--- config.mk ---
export PLATFORM = sky130hd
export DESIGN_NAME = split_box_at_point_flat
export DESIGN_NICKNAME = d
export VERILOG_FILES = /design/src/spb_pkg.sv /design/src/spb_if.sv /design/src/spb_fifo.sv /design/src/spb_front.sv /design/src/spb_back.sv /design/src/split_box_at_point.sv /design/src/flat_wrapper.sv
export VERILOG_INCLUDE_DIRS = /design/src /design/src/src
export SDC_FILE = /design/constraint.sdc
export NUM_CORES = 2
export LEC_CHECK = 0
export BUFFER_PORTS_ARGS = -buffer_cell sky130_fd_sc_hd__buf_2
export CAP_MARGIN = 20
export CORE_MARGIN = 5
export CORE_UTILIZATION = 45
export DETAILED_ROUTE_END_ITERATION = 12
export HOLD_SLACK_MARGIN = 0.08
export PLACE_DENSITY = 0.7
export SETUP_SLACK_MARGIN = 0.3
export SLEW_MARGIN = 20
export SYNTH_ARGS = -nofsm -noshare
export SYNTH_HDL_FRONTEND = slang
export SYNTH_SLANG_ARGS = --single-unit
export TNS_END_PERCENT = 20
--- constraint.sdc ---
create_clock -name clock -period 36.6 [get_ports clock]
set_input_delay 5.49 -clock clock [delete_from_list [all_inputs] [get_ports clock]]
set_output_delay 5.49 -clock clock [all_outputs]
set_load 0.01 [all_outputs]
--- src/split_box_at_point_macros.svh ---
// Assertion helpers shared by the split_box_at_point RTL.
// Every macro samples on the rising edge of clock and is off while reset is high.
`ifndef SPLIT_BOX_AT_POINT_MACROS_SVH
`define SPLIT_BOX_AT_POINT_MACROS_SVH

// Same-cycle implication: when ante holds, cons must hold in that cycle.
`define SPB_ASSERT_NOW(lbl, ante, cons) \
   lbl: assert property (@(posedge clock) disable iff (reset) (ante) |-> (cons)) \
      else $error("same-cycle check failed");

// Next-cycle implication: when ante holds, cons must hold in the next cycle.
`define SPB_ASSERT_NEXT(lbl, ante, cons) \
   lbl: assert property (@(posedge clock) disable iff (reset) (ante) |=> (cons)) \
      else $error("next-cycle check failed");

`endif

--- src/spb_pkg.sv ---
`timescale 1ns / 1ps
// ----------------------------------------------------------------------------
// spb_pkg
// Shared types and constants of the octant box splitter.
// ----------------------------------------------------------------------------
package spb_pkg;

   localparam int COORD_BITS  = 32;
   localparam int NUM_OCTANTS = 8;
   localparam int OCT_BITS    = $clog2(NUM_OCTANTS);

   // Octant index bits: y half outermost, then x, then z (0 = near, 1 = far)
   localparam int OCT_Y_BIT = 2;
   localparam int OCT_X_BIT = 1;
   localparam int OCT_Z_BIT = 0;

   // Job queue between classifier and emitter; depth must be a power of two
   localparam int QUEUE_DEPTH = 2;
   localparam int PTR_BITS    = $clog2(QUEUE_DEPTH);
   localparam int CNT_BITS    = $clog2(QUEUE_DEPTH + 1);

   typedef logic signed [COORD_BITS-1:0] coord_type;

   typedef struct packed {
      coord_type x;
      coord_type y;
      coord_type z;
   } vec_type;

   // One classified item: the box, the point and the octants to emit
   typedef struct packed {
      vec_type                mn;
      vec_type                mx;
      vec_type                pt;
      logic [NUM_OCTANTS-1:0] keep;
      logic                   split;
   } job_type;

   // Queue status seen by both sides
   typedef struct packed {
      logic full;
      logic empty;
   } fifo_stat_type;

   // One result item
   typedef struct packed {
      vec_type mn;
      vec_type mx;
      logic    box_valid;
      logic    was_split;
      logic    last;
   } rsp_type;

endpackage

--- src/spb_if.sv ---
`timescale 1ns / 1ps
// ----------------------------------------------------------------------------
// spb_req_if / spb_rsp_if
// Valid/ready channels for the box-and-point items and the sub-box results.
// ----------------------------------------------------------------------------
interface spb_req_if;
   logic                valid;
   logic                ready;
   spb_pkg::coord_type  box_min_x;
   spb_pkg::coord_type  box_min_y;
   spb_pkg::coord_type  box_min_z;
   spb_pkg::coord_type  box_max_x;
   spb_pkg::coord_type  box_max_y;
   spb_pkg::coord_type  box_max_z;
   spb_pkg::coord_type  point_x;
   spb_pkg::coord_type  point_y;
   spb_pkg::coord_type  point_z;

   modport source (
      output valid, box_min_x, box_min_y, box_min_z, box_max_x, box_max_y, box_max_z,
             point_x, point_y, point_z,
      input  ready
   );
   modport sink (
      input  valid, box_min_x, box_min_y, box_min_z, box_max_x, box_max_y, box_max_z,
             point_x, point_y, point_z,
      output ready
   );
endinterface

interface spb_rsp_if;
   logic                valid;
   logic                ready;
   spb_pkg::coord_type  out_min_x;
   spb_pkg::coord_type  out_min_y;
   spb_pkg::coord_type  out_min_z;
   spb_pkg::coord_type  out_max_x;
   spb_pkg::coord_type  out_max_y;
   spb_pkg::coord_type  out_max_z;
   logic                box_valid;
   logic                was_split;
   logic                last;

   modport source (
      output valid, out_min_x, out_min_y, out_min_z, out_max_x, out_max_y, out_max_z,
             box_valid, was_split, last,
      input  ready
   );
   modport sink (
      input  valid, out_min_x, out_min_y, out_min_z, out_max_x, out_max_y, out_max_z,
             box_valid, was_split, last,
      output ready
   );
endinterface

--- src/spb_fifo.sv ---
`timescale 1ns / 1ps
// ----------------------------------------------------------------------------
// spb_fifo
// Short job queue between the classifier and the result emitter.
// ----------------------------------------------------------------------------
`include "split_box_at_point_macros.svh"

module spb_fifo (
   input  logic                   clock,
   input  logic                   reset,
   input  logic                   push,
   input  spb_pkg::job_type       push_job,
   input  logic                   pop,
   output spb_pkg::job_type       head,
   output spb_pkg::fifo_stat_type stat
);

   spb_pkg::job_type                 entries_ff [spb_pkg::QUEUE_DEPTH];
   logic [spb_pkg::PTR_BITS-1:0]     wr_ptr_ff, wr_ptr_in;
   logic [spb_pkg::PTR_BITS-1:0]     rd_ptr_ff, rd_ptr_in;
   logic [spb_pkg::CNT_BITS-1:0]     count_ff, count_in;

   // Report fill state and present the oldest job
   always_comb begin
      stat.full  = (count_ff == spb_pkg::CNT_BITS'(spb_pkg::QUEUE_DEPTH));
      stat.empty = (count_ff == '0);
      head       = entries_ff[rd_ptr_ff];
   end

   // Advance pointers and count
   always_comb begin
      wr_ptr_in = push ? wr_ptr_ff + 1'b1 : wr_ptr_ff;
      rd_ptr_in = pop  ? rd_ptr_ff + 1'b1 : rd_ptr_ff;
      count_in  = count_ff;
      if (push && !pop) begin
         count_in = count_ff + 1'b1;
      end else if (pop && !push) begin
         count_in = count_ff - 1'b1;
      end
   end

   always_ff @(posedge clock) begin
      if (reset) begin
         wr_ptr_ff <= '0;
         rd_ptr_ff <= '0;
         count_ff  <= '0;
      end else begin
         wr_ptr_ff <= wr_ptr_in;
         rd_ptr_ff <= rd_ptr_in;
         count_ff  <= count_in;
      end
   end

   // Store the pushed job
   always_ff @(posedge clock) begin
      if (push) begin
         entries_ff[wr_ptr_ff] <= push_job;
      end
   end

   `SPB_ASSERT_NOW(a_no_push_when_full, push, !stat.full)
   `SPB_ASSERT_NOW(a_no_pop_when_empty, pop, !stat.empty)
   `SPB_ASSERT_NOW(a_count_bound, 1'b1,
                   count_ff <= spb_pkg::CNT_BITS'(spb_pkg::QUEUE_DEPTH))

endmodule

--- src/spb_front.sv ---
`timescale 1ns / 1ps
// ----------------------------------------------------------------------------
// spb_front
// Classify an incoming item: split or not, and which octants survive.
// ----------------------------------------------------------------------------
module spb_front (
   spb_req_if.sink                req_if,
   input  spb_pkg::fifo_stat_type stat,
   output logic                   push,
   output spb_pkg::job_type       push_job
);

   spb_pkg::coord_type     mn_x, mn_y, mn_z;
   spb_pkg::coord_type     mx_x, mx_y, mx_z;
   spb_pkg::coord_type     pt_x, pt_y, pt_z;
   logic                   outside;
   logic                   corner;
   logic                   split;
   logic [2:0]             near_ok;
   logic [2:0]             far_ok;
   logic [2:0]             oct;
   logic [spb_pkg::NUM_OCTANTS-1:0] keep;

   // Accept whenever the queue has room
   assign req_if.ready = !stat.full;
   assign push         = req_if.valid && !stat.full;

   always_comb begin
      mn_x = req_if.box_min_x;
      mn_y = req_if.box_min_y;
      mn_z = req_if.box_min_z;
      mx_x = req_if.box_max_x;
      mx_y = req_if.box_max_y;
      mx_z = req_if.box_max_z;
      pt_x = req_if.point_x;
      pt_y = req_if.point_y;
      pt_z = req_if.point_z;

      // Point outside the box (bounds inclusive) or on a corner: no split
      outside = (pt_x < mn_x) || (pt_x > mx_x) ||
                (pt_y < mn_y) || (pt_y > mx_y) ||
                (pt_z < mn_z) || (pt_z > mx_z);
      corner  = ((pt_x == mn_x) || (pt_x == mx_x)) &&
                ((pt_y == mn_y) || (pt_y == mx_y)) &&
                ((pt_z == mn_z) || (pt_z == mx_z));
      split   = !outside && !corner;

      // Per-axis half extents; index 0 = x, 1 = y, 2 = z
      near_ok = {pt_z != mn_z, pt_y != mn_y, pt_x != mn_x};
      far_ok  = {pt_z != mx_z, pt_y != mx_y, pt_x != mx_x};

      // Keep an octant only if none of its three halves is flat
      keep = '0;
      for (int k = 0; k < spb_pkg::NUM_OCTANTS; k++) begin
         oct     = 3'(k);
         keep[k] = split &&
                   (oct[spb_pkg::OCT_X_BIT] ? far_ok[0] : near_ok[0]) &&
                   (oct[spb_pkg::OCT_Y_BIT] ? far_ok[1] : near_ok[1]) &&
                   (oct[spb_pkg::OCT_Z_BIT] ? far_ok[2] : near_ok[2]);
      end

      push_job.mn    = '{x: mn_x, y: mn_y, z: mn_z};
      push_job.mx    = '{x: mx_x, y: mx_y, z: mx_z};
      push_job.pt    = '{x: pt_x, y: pt_y, z: pt_z};
      push_job.keep  = keep;
      push_job.split = split;
   end

endmodule

--- src/spb_back.sv ---
`timescale 1ns / 1ps
// ----------------------------------------------------------------------------
// spb_back
// Walk the surviving octants of each job and emit one result item per cycle while rsp_if is not stalled.
// ----------------------------------------------------------------------------
`include "split_box_at_point_macros.svh"

module spb_back (
   input  logic                   clock,
   input  logic                   reset,
   input  spb_pkg::job_type       head,
   input  spb_pkg::fifo_stat_type stat,
   output logic                   pop,
   spb_rsp_if.source              rsp_if
);

   spb_pkg::job_type                cur_ff, cur_in;
   logic [spb_pkg::NUM_OCTANTS-1:0] rem_ff, rem_in;
   logic                            busy_ff, busy_in;
   spb_pkg::rsp_type                rsp_ff, rsp_in;
   logic                            rsp_valid_ff, rsp_valid_in;

   spb_pkg::job_type                job;
   logic [spb_pkg::NUM_OCTANTS-1:0] mask;
   logic [spb_pkg::NUM_OCTANTS-1:0] rem_left;
   logic [spb_pkg::OCT_BITS-1:0]    idx;
   logic                            out_free;
   logic                            fire;
   spb_pkg::rsp_type                res;

   // Pick the job being worked on: the held one, or the queue head
   always_comb begin
      job      = busy_ff ? cur_ff : head;
      mask     = busy_ff ? rem_ff : head.keep;
      out_free = !rsp_valid_ff || rsp_if.ready;
      fire     = (busy_ff || !stat.empty) && out_free;
      pop      = fire && !busy_ff;
      rem_left = mask & (mask - 1'b1);

      // Lowest pending octant
      idx = '0;
      for (int k = spb_pkg::NUM_OCTANTS - 1; k >= 0; k--) begin
         if (mask[k]) begin
            idx = spb_pkg::OCT_BITS'(k);
         end
      end
   end

   // Build the result item for the selected octant
   always_comb begin
      res = '0;
      if (mask == '0) begin
         res.was_split = job.split;
         res.last      = 1'b1;
      end else begin
         res.mn.x      = idx[spb_pkg::OCT_X_BIT] ? job.pt.x : job.mn.x;
         res.mx.x      = idx[spb_pkg::OCT_X_BIT] ? job.mx.x : job.pt.x;
         res.mn.y      = idx[spb_pkg::OCT_Y_BIT] ? job.pt.y : job.mn.y;
         res.mx.y      = idx[spb_pkg::OCT_Y_BIT] ? job.mx.y : job.pt.y;
         res.mn.z      = idx[spb_pkg::OCT_Z_BIT] ? job.pt.z : job.mn.z;
         res.mx.z      = idx[spb_pkg::OCT_Z_BIT] ? job.mx.z : job.pt.z;
         res.box_valid = 1'b1;
         res.was_split = 1'b1;
         res.last      = (rem_left == '0);
      end
   end

   // Advance the walk and the output register
   always_comb begin
      cur_in       = pop ? head : cur_ff;
      rem_in       = fire ? rem_left : rem_ff;
      busy_in      = fire ? (rem_left != '0) : busy_ff;
      rsp_in       = fire ? res : rsp_ff;
      rsp_valid_in = fire || (rsp_valid_ff && !rsp_if.ready);
   end

   always_ff @(posedge clock) begin
      if (reset) begin
         busy_ff      <= 1'b0;
         rsp_valid_ff <= 1'b0;
      end else begin
         busy_ff      <= busy_in;
         rsp_valid_ff <= rsp_valid_in;
      end
   end

   always_ff @(posedge clock) begin
      cur_ff <= cur_in;
      rem_ff <= rem_in;
      rsp_ff <= rsp_in;
   end

   // Drive the result channel
   always_comb begin
      rsp_if.valid     = rsp_valid_ff;
      rsp_if.out_min_x = rsp_ff.mn.x;
      rsp_if.out_min_y = rsp_ff.mn.y;
      rsp_if.out_min_z = rsp_ff.mn.z;
      rsp_if.out_max_x = rsp_ff.mx.x;
      rsp_if.out_max_y = rsp_ff.mx.y;
      rsp_if.out_max_z = rsp_ff.mx.z;
      rsp_if.box_valid = rsp_ff.box_valid;
      rsp_if.was_split = rsp_ff.was_split;
      rsp_if.last      = rsp_ff.last;
   end

   `SPB_ASSERT_NOW(a_busy_has_work, busy_ff, rem_ff != '0)
   `SPB_ASSERT_NOW(a_box_implies_split, rsp_valid_ff && rsp_ff.box_valid, rsp_ff.was_split)
   `SPB_ASSERT_NOW(a_empty_result_is_last, rsp_valid_ff && !rsp_ff.box_valid, rsp_ff.last)
   `SPB_ASSERT_NEXT(a_pop_then_busy, pop && !res.last, busy_ff)

endmodule

--- src/split_box_at_point.sv ---
`timescale 1ns / 1ps
// ----------------------------------------------------------------------------
// split_box_at_point
// Octant split of an axis-aligned box at a point, signed Q16.16 coordinates.
// ----------------------------------------------------------------------------
// Usage:
//   req_if carries one item: box min/max corners and a split point.
//   rsp_if returns the results of that item in order: up to eight sub-boxes
//   (octants in y, x, z order, near half first), the final one marked last.
//   A point outside the box or on a corner gives one result with
//   was_split = 0; a split whose octants are all flat gives one result with
//   was_split = 1 and box_valid = 0; both carry zero coordinates.
// Timing:
//   An accepted item passes through the job queue and then the result
//   register before its first result shows on rsp_if.
//   The emitter produces one result per cycle while rsp_if is not stalled;
//   an item gives 1 to 8 results, and items follow with no gap.
//   A two-entry job queue decouples the classifier from the emitter, so
//   req_if stays ready while results are still being drained.
// Reset and stall:
//   Synchronous reset empties the queue and drops any pending result.
//   When rsp_if.ready is low the result register holds, the emitter stops,
//   and req_if.ready falls once the queue is full.
// ----------------------------------------------------------------------------
module split_box_at_point (
   input  logic      clock,
   input  logic      reset,
   spb_req_if.sink   req_if,
   spb_rsp_if.source rsp_if
);

   logic                   push;
   logic                   pop;
   spb_pkg::job_type       push_job;
   spb_pkg::job_type       head;
   spb_pkg::fifo_stat_type stat;

   // Classify incoming items
   spb_front u_front (
      .req_if   (req_if),
      .stat     (stat),
      .push     (push),
      .push_job (push_job)
   );

   // Hold classified jobs
   spb_fifo u_fifo (
      .clock    (clock),
      .reset    (reset),
      .push     (push),
      .push_job (push_job),
      .pop      (pop),
      .head     (head),
      .stat     (stat)
   );

   // Emit result items
   spb_back u_back (
      .clock  (clock),
      .reset  (reset),
      .head   (head),
      .stat   (stat),
      .pop    (pop),
      .rsp_if (rsp_if)
   );

endmodule
--- src/flat_wrapper.sv ---
// flat-port wrapper written by rule: the top's interface ports become plain ports
module split_box_at_point_flat 
  (clock, reset, req_if_valid, req_if_box_min_x, req_if_box_min_y, req_if_box_min_z, req_if_box_max_x, req_if_box_max_y, req_if_box_max_z, req_if_point_x, req_if_point_y, req_if_point_z, req_if_ready, rsp_if_valid, rsp_if_out_min_x, rsp_if_out_min_y, rsp_if_out_min_z, rsp_if_out_max_x, rsp_if_out_max_y, rsp_if_out_max_z, rsp_if_box_valid, rsp_if_was_split, rsp_if_last, rsp_if_ready);
  spb_req_if req_if_i ();
  spb_rsp_if rsp_if_i ();
  input  logic clock;
  input  logic reset;
  input wire logic [$bits(req_if_i.valid)-1:0] req_if_valid;
  input wire logic [$bits(req_if_i.box_min_x)-1:0] req_if_box_min_x;
  input wire logic [$bits(req_if_i.box_min_y)-1:0] req_if_box_min_y;
  input wire logic [$bits(req_if_i.box_min_z)-1:0] req_if_box_min_z;
  input wire logic [$bits(req_if_i.box_max_x)-1:0] req_if_box_max_x;
  input wire logic [$bits(req_if_i.box_max_y)-1:0] req_if_box_max_y;
  input wire logic [$bits(req_if_i.box_max_z)-1:0] req_if_box_max_z;
  input wire logic [$bits(req_if_i.point_x)-1:0] req_if_point_x;
  input wire logic [$bits(req_if_i.point_y)-1:0] req_if_point_y;
  input wire logic [$bits(req_if_i.point_z)-1:0] req_if_point_z;
  output wire logic [$bits(req_if_i.ready)-1:0] req_if_ready;
  output wire logic [$bits(rsp_if_i.valid)-1:0] rsp_if_valid;
  output wire logic [$bits(rsp_if_i.out_min_x)-1:0] rsp_if_out_min_x;
  output wire logic [$bits(rsp_if_i.out_min_y)-1:0] rsp_if_out_min_y;
  output wire logic [$bits(rsp_if_i.out_min_z)-1:0] rsp_if_out_min_z;
  output wire logic [$bits(rsp_if_i.out_max_x)-1:0] rsp_if_out_max_x;
  output wire logic [$bits(rsp_if_i.out_max_y)-1:0] rsp_if_out_max_y;
  output wire logic [$bits(rsp_if_i.out_max_z)-1:0] rsp_if_out_max_z;
  output wire logic [$bits(rsp_if_i.box_valid)-1:0] rsp_if_box_valid;
  output wire logic [$bits(rsp_if_i.was_split)-1:0] rsp_if_was_split;
  output wire logic [$bits(rsp_if_i.last)-1:0] rsp_if_last;
  input wire logic [$bits(rsp_if_i.ready)-1:0] rsp_if_ready;
  assign req_if_i.valid = req_if_valid;
  assign req_if_i.box_min_x = req_if_box_min_x;
  assign req_if_i.box_min_y = req_if_box_min_y;
  assign req_if_i.box_min_z = req_if_box_min_z;
  assign req_if_i.box_max_x = req_if_box_max_x;
  assign req_if_i.box_max_y = req_if_box_max_y;
  assign req_if_i.box_max_z = req_if_box_max_z;
  assign req_if_i.point_x = req_if_point_x;
  assign req_if_i.point_y = req_if_point_y;
  assign req_if_i.point_z = req_if_point_z;
  assign req_if_ready = req_if_i.ready;
  assign rsp_if_valid = rsp_if_i.valid;
  assign rsp_if_out_min_x = rsp_if_i.out_min_x;
  assign rsp_if_out_min_y = rsp_if_i.out_min_y;
  assign rsp_if_out_min_z = rsp_if_i.out_min_z;
  assign rsp_if_out_max_x = rsp_if_i.out_max_x;
  assign rsp_if_out_max_y = rsp_if_i.out_max_y;
  assign rsp_if_out_max_z = rsp_if_i.out_max_z;
  assign rsp_if_box_valid = rsp_if_i.box_valid;
  assign rsp_if_was_split = rsp_if_i.was_split;
  assign rsp_if_last = rsp_if_i.last;
  assign rsp_if_i.ready = rsp_if_ready;
  split_box_at_point u_core (.clock(clock), .reset(reset), .req_if(req_if_i), .rsp_if(rsp_if_i));
endmodule
==> impl_metrics.toml <==
[outcome]
run_status = "finished, final reports clean"

[synth]
ys_warn_count = 0
synthesis.nets = 3658
yosysUniqueCellTypes = 61
synth_ff_type = "edfxtp_1"
syn_area_per_cell_sq_um = 15.0
yosysSeqAreaShare_pct = 68.7
synth_seq_cells = 1092
syn_area_sq_mm = 0.0476
syn_inst = 3173
synth_edf_count = 1085
synthArstFlopShare_pct = 0

[hold_path]
hp-class = "flop to flop"

[detailed_routing]
drt_iter0_drc = 2434
vias = 28700
drt-total-wl_um = 122000
vias_per_cell = 5.56
drc = 0
ant_nets = 0
avgRoutedWirePerCell_um = 23.7
firstDrtPassIters = 7

[grt]
antenna_found_initial = 32
grt_pass1_wl_um = 181000
grt_pass1_vias = 28800
grt_max_degree = 173
grt_usage_pct = 21.0
overflow = 0

[clock_tree]
cts_buffers = 115
cts_resized = 0
clockRootBuffer = "clkbuf_16"
clockBufferDepth = 3
clk_pin_slew_ps = 60
cts_max_level = 3
cts_sinks = 1092
clk_latency_ps = 700
cts_tree = "done"
postCtsHoldBufs = 0
cts_setup_buffers = 0

[critical_path]
cp.required_ps = 37060
worstSetupPathType = "input pin to flop"
crit_slowest_cell = "nor4_1"
end_kind = "flop"
cp_data_arrival_time_ps = 8670
worst-path-buf-inv = 1
crit_fanout = 9
max_stage_delay_ps = 700
cpLargestDelayFamily = "simple AND/OR/NAND/NOR gates"
start_kind = "input pin"
crit_chain = "buf_2 > ha_1 > nand4_1 > nor4_1 > and3_1 > a21oi_1 > o21ai_0 > nand4_1 > nor4_1"

[floorplanning]
num_rows = 119
start_util_pct = 45.3
die_w_um = 335
ios = 489
die_y_um = 335
coreArea_sq_mm = 0.105
die_area_sq_mm = 0.112

[power_and_ir_drop]
total_power_mw = 4.63
vdd_ir_drop_max_uv = 69.7
leakage_nw = 20.3
p_per_area_mw_per_mm2 = 83.7

[finish]
fillerInstances = 8684
postLayoutCoreUtil_pct = 52.6
stdcell_count = 5159
drive_above_1_share_pct = 28.3
final_area_sq_mm = 0.0553
nNetsFinal = 4140
area_growth_pct = 16.1

[sta]
clock-skew-final_ps = 24.2
setup_viol = 0
hold_slack_ps = 516
fin_crit_ps = 8200
fmax_mhz = 122
max-slew-margin-rel_pct = 15.1
min_period_over_period_pct = 22.4
rsz0062_at_grt = "false"
worstMarginPinSlew_ps = 1270
layout_setup_ws_ps = 28400
hold_viol = 0
drv_slew = 0
final.setup.tns_ps = 0

[place]
place_area_sq_mm = 0.0515
post-dp-hpwl_um = 78200
routabilityCongestion = 0.854
dpl.cell_count = 4929
dp_slack_ps = 27720
io_buffers = 488

[job]
drv_cap = 0
## per-layer routing
layer  vias to the layer above  GRT usage, %  share of wire (%)
li1                      13100             -                  -
met1                     14300          27.9                 41
met2                      1028          34.5                 48
met3                       205          4.88                7.6
met4                        26          6.65                2.9
met5                         -             0               0.12
## report_power, final
group	internal, mW	leakage [nW]	switching, mW
clock	0.674	1.82	0.487
combinational	0.490	8.19	0.908
sequential	1.96	10.3	0.118
## cell type report
type	count	area, sq um	share of cell area [%]
Sequential cell	1092	32700	59.2
Timing Repair Buffer	522	2760	5.00
Antenna cell	19	47.5	0.0859
Multi-Input combinational cell	1718	13500	24.5
Clock inverter	72	709	1.28
Clock buffer	139	3030	5.48
Inverter	206	773	1.40
Tap cell	1391	1740	3.15
## placed cells by master, fill, tap and decap left out, types with 19 or more instances in the layout
| cell | count |
|---|---|
| nand2b_1 | 99 |
| inv_1 | 206 |
| nand4_1 | 39 |
| clkinv_1 | 26 |
| nor2b_1 | 106 |
| nand3_1 | 60 |
| buf_4 | 28 |
| mux2_2 | 353 |
| a21oi_1 | 175 |
| nand2_1 | 113 |
| edfxtp_1 | 1085 |
| o2111ai_1 | 32 |
| o21ai_0 | 63 |
| o32ai_1 | 64 |
| clkbuf_1 | 21 |
| o31a_1 | 32 |
| o211ai_1 | 42 |
| o221ai_1 | 33 |
| buf_2 | 488 |
| nor2_1 | 155 |
| ha_1 | 193 |
| mux2i_1 | 40 |
| diode_2 | 19 |
| clkbuf_16 | 118 |
## cells in the mapped netlist (2+ instances only)
cell       instances  area, sq um
o32ai_1           64          561
nor4_1            19          119
o21ai_1            2         10.0
buf_2             64          320
a21oi_1          175          876
ha_1             193         2410
mux2i_1           40          400
a211oi_1           9         67.6
o21a_1             9         67.6
mux2i_4            2         45.0
o21ai_0           63          315
and3_1             2         12.5
o31ai_1            3         22.5
nand2b_1          99          619
or2_2              4         25.0
nand4_1           39          244
nand2_1          113          424
o21ai_2            2         17.5
o31a_1            32          280
nor2b_1          106          663
nand3_1           60          300
nor3_1             8         40.0
and4_1             3         26.3
a221oi_1           4         35.0
nand3b_1           5         37.5
clkbuf_1          79          297
mux2_4             2         30.0
nor3_2             2         20.0
o2111ai_1         32          280
a2111oi_0          3         26.3
o22ai_1            2         12.5
buf_4              4         30.0
edfxtp_1        1085        32600
o221ai_1          33          289
buf_1              9         33.8
o211ai_1          42          315
inv_1            206          773
a21o_1            14          105
mux2_2           353         3980
xor2_1             3         26.3
dfxtp_1            7          140
nor2_1           158          593
## path summary, 6_finish.rpt
check                             from                            endpoint  slack, ps  cells past startpoint
min reg2reg  u_core.u_fifo.count_ff[1]           u_core.u_fifo.count_ff[1]        520                      2
min          u_core.u_fifo.count_ff[1]           u_core.u_fifo.count_ff[1]        520                      2
max reg2reg      u_core.u_back.busy_ff  u_core.u_back.rsp_if.out_min_x[30]      31410                      8
max                 req_if_point_x[23]      u_core.u_fifo.entries_ff[0][4]      28400                      9
## sequential cells by signal, summed over array words and instances, names as in the netlist, named ones only
signal / cells
u_core.u_back.rsp_if.out_min_x: 32
u_core.u_back.rsp_if.out_max_x: 32
u_core.u_back.busy_ff: 1
u_core.u_back.rsp_if.was_split: 1
u_core.u_back.rsp_if.out_min_z: 32
u_core.u_back.rsp_if.out_max_z: 32
u_core.u_fifo.wr_ptr_ff: 1
u_core.u_fifo.count_ff: 2
u_core.u_fifo.rd_ptr_ff: 1
u_core.u_back.rsp_if.valid: 1
u_core.u_back.rem_ff: 7
u_core.u_back.rsp_if.out_max_y: 32
u_core.u_back.rsp_if.last: 1
u_core.u_back.rsp_if.box_valid: 1
u_core.u_back.cur_ff: 289
u_core.u_fifo.entries_ff: 594
u_core.u_back.rsp_if.out_min_y: 32
## kinds of logic after synthesis
kind of cell,count (synthesis),synth area share (%)
buffers and inverters,363,3.07
AO/OA/AOI/OAI,502,7.16
XOR/XNOR,4,0.0735
flip-flops,1092,68.7
adder cells (fa/ha/maj),193,5.07
multiplexers,397,9.34
AND/OR/NAND/NOR,622,6.61
## worst reg2reg max path, stage by stage, from the launching register on
cell,delay (ps)
dfxtp_4,740
buf_4,810
buf_12,710
o21ai_1,390
or2_2,420
nor3_4,290
buf_4,360
buf_4,800
a21oi_1,320
Power figures use the tool's default switching activity.
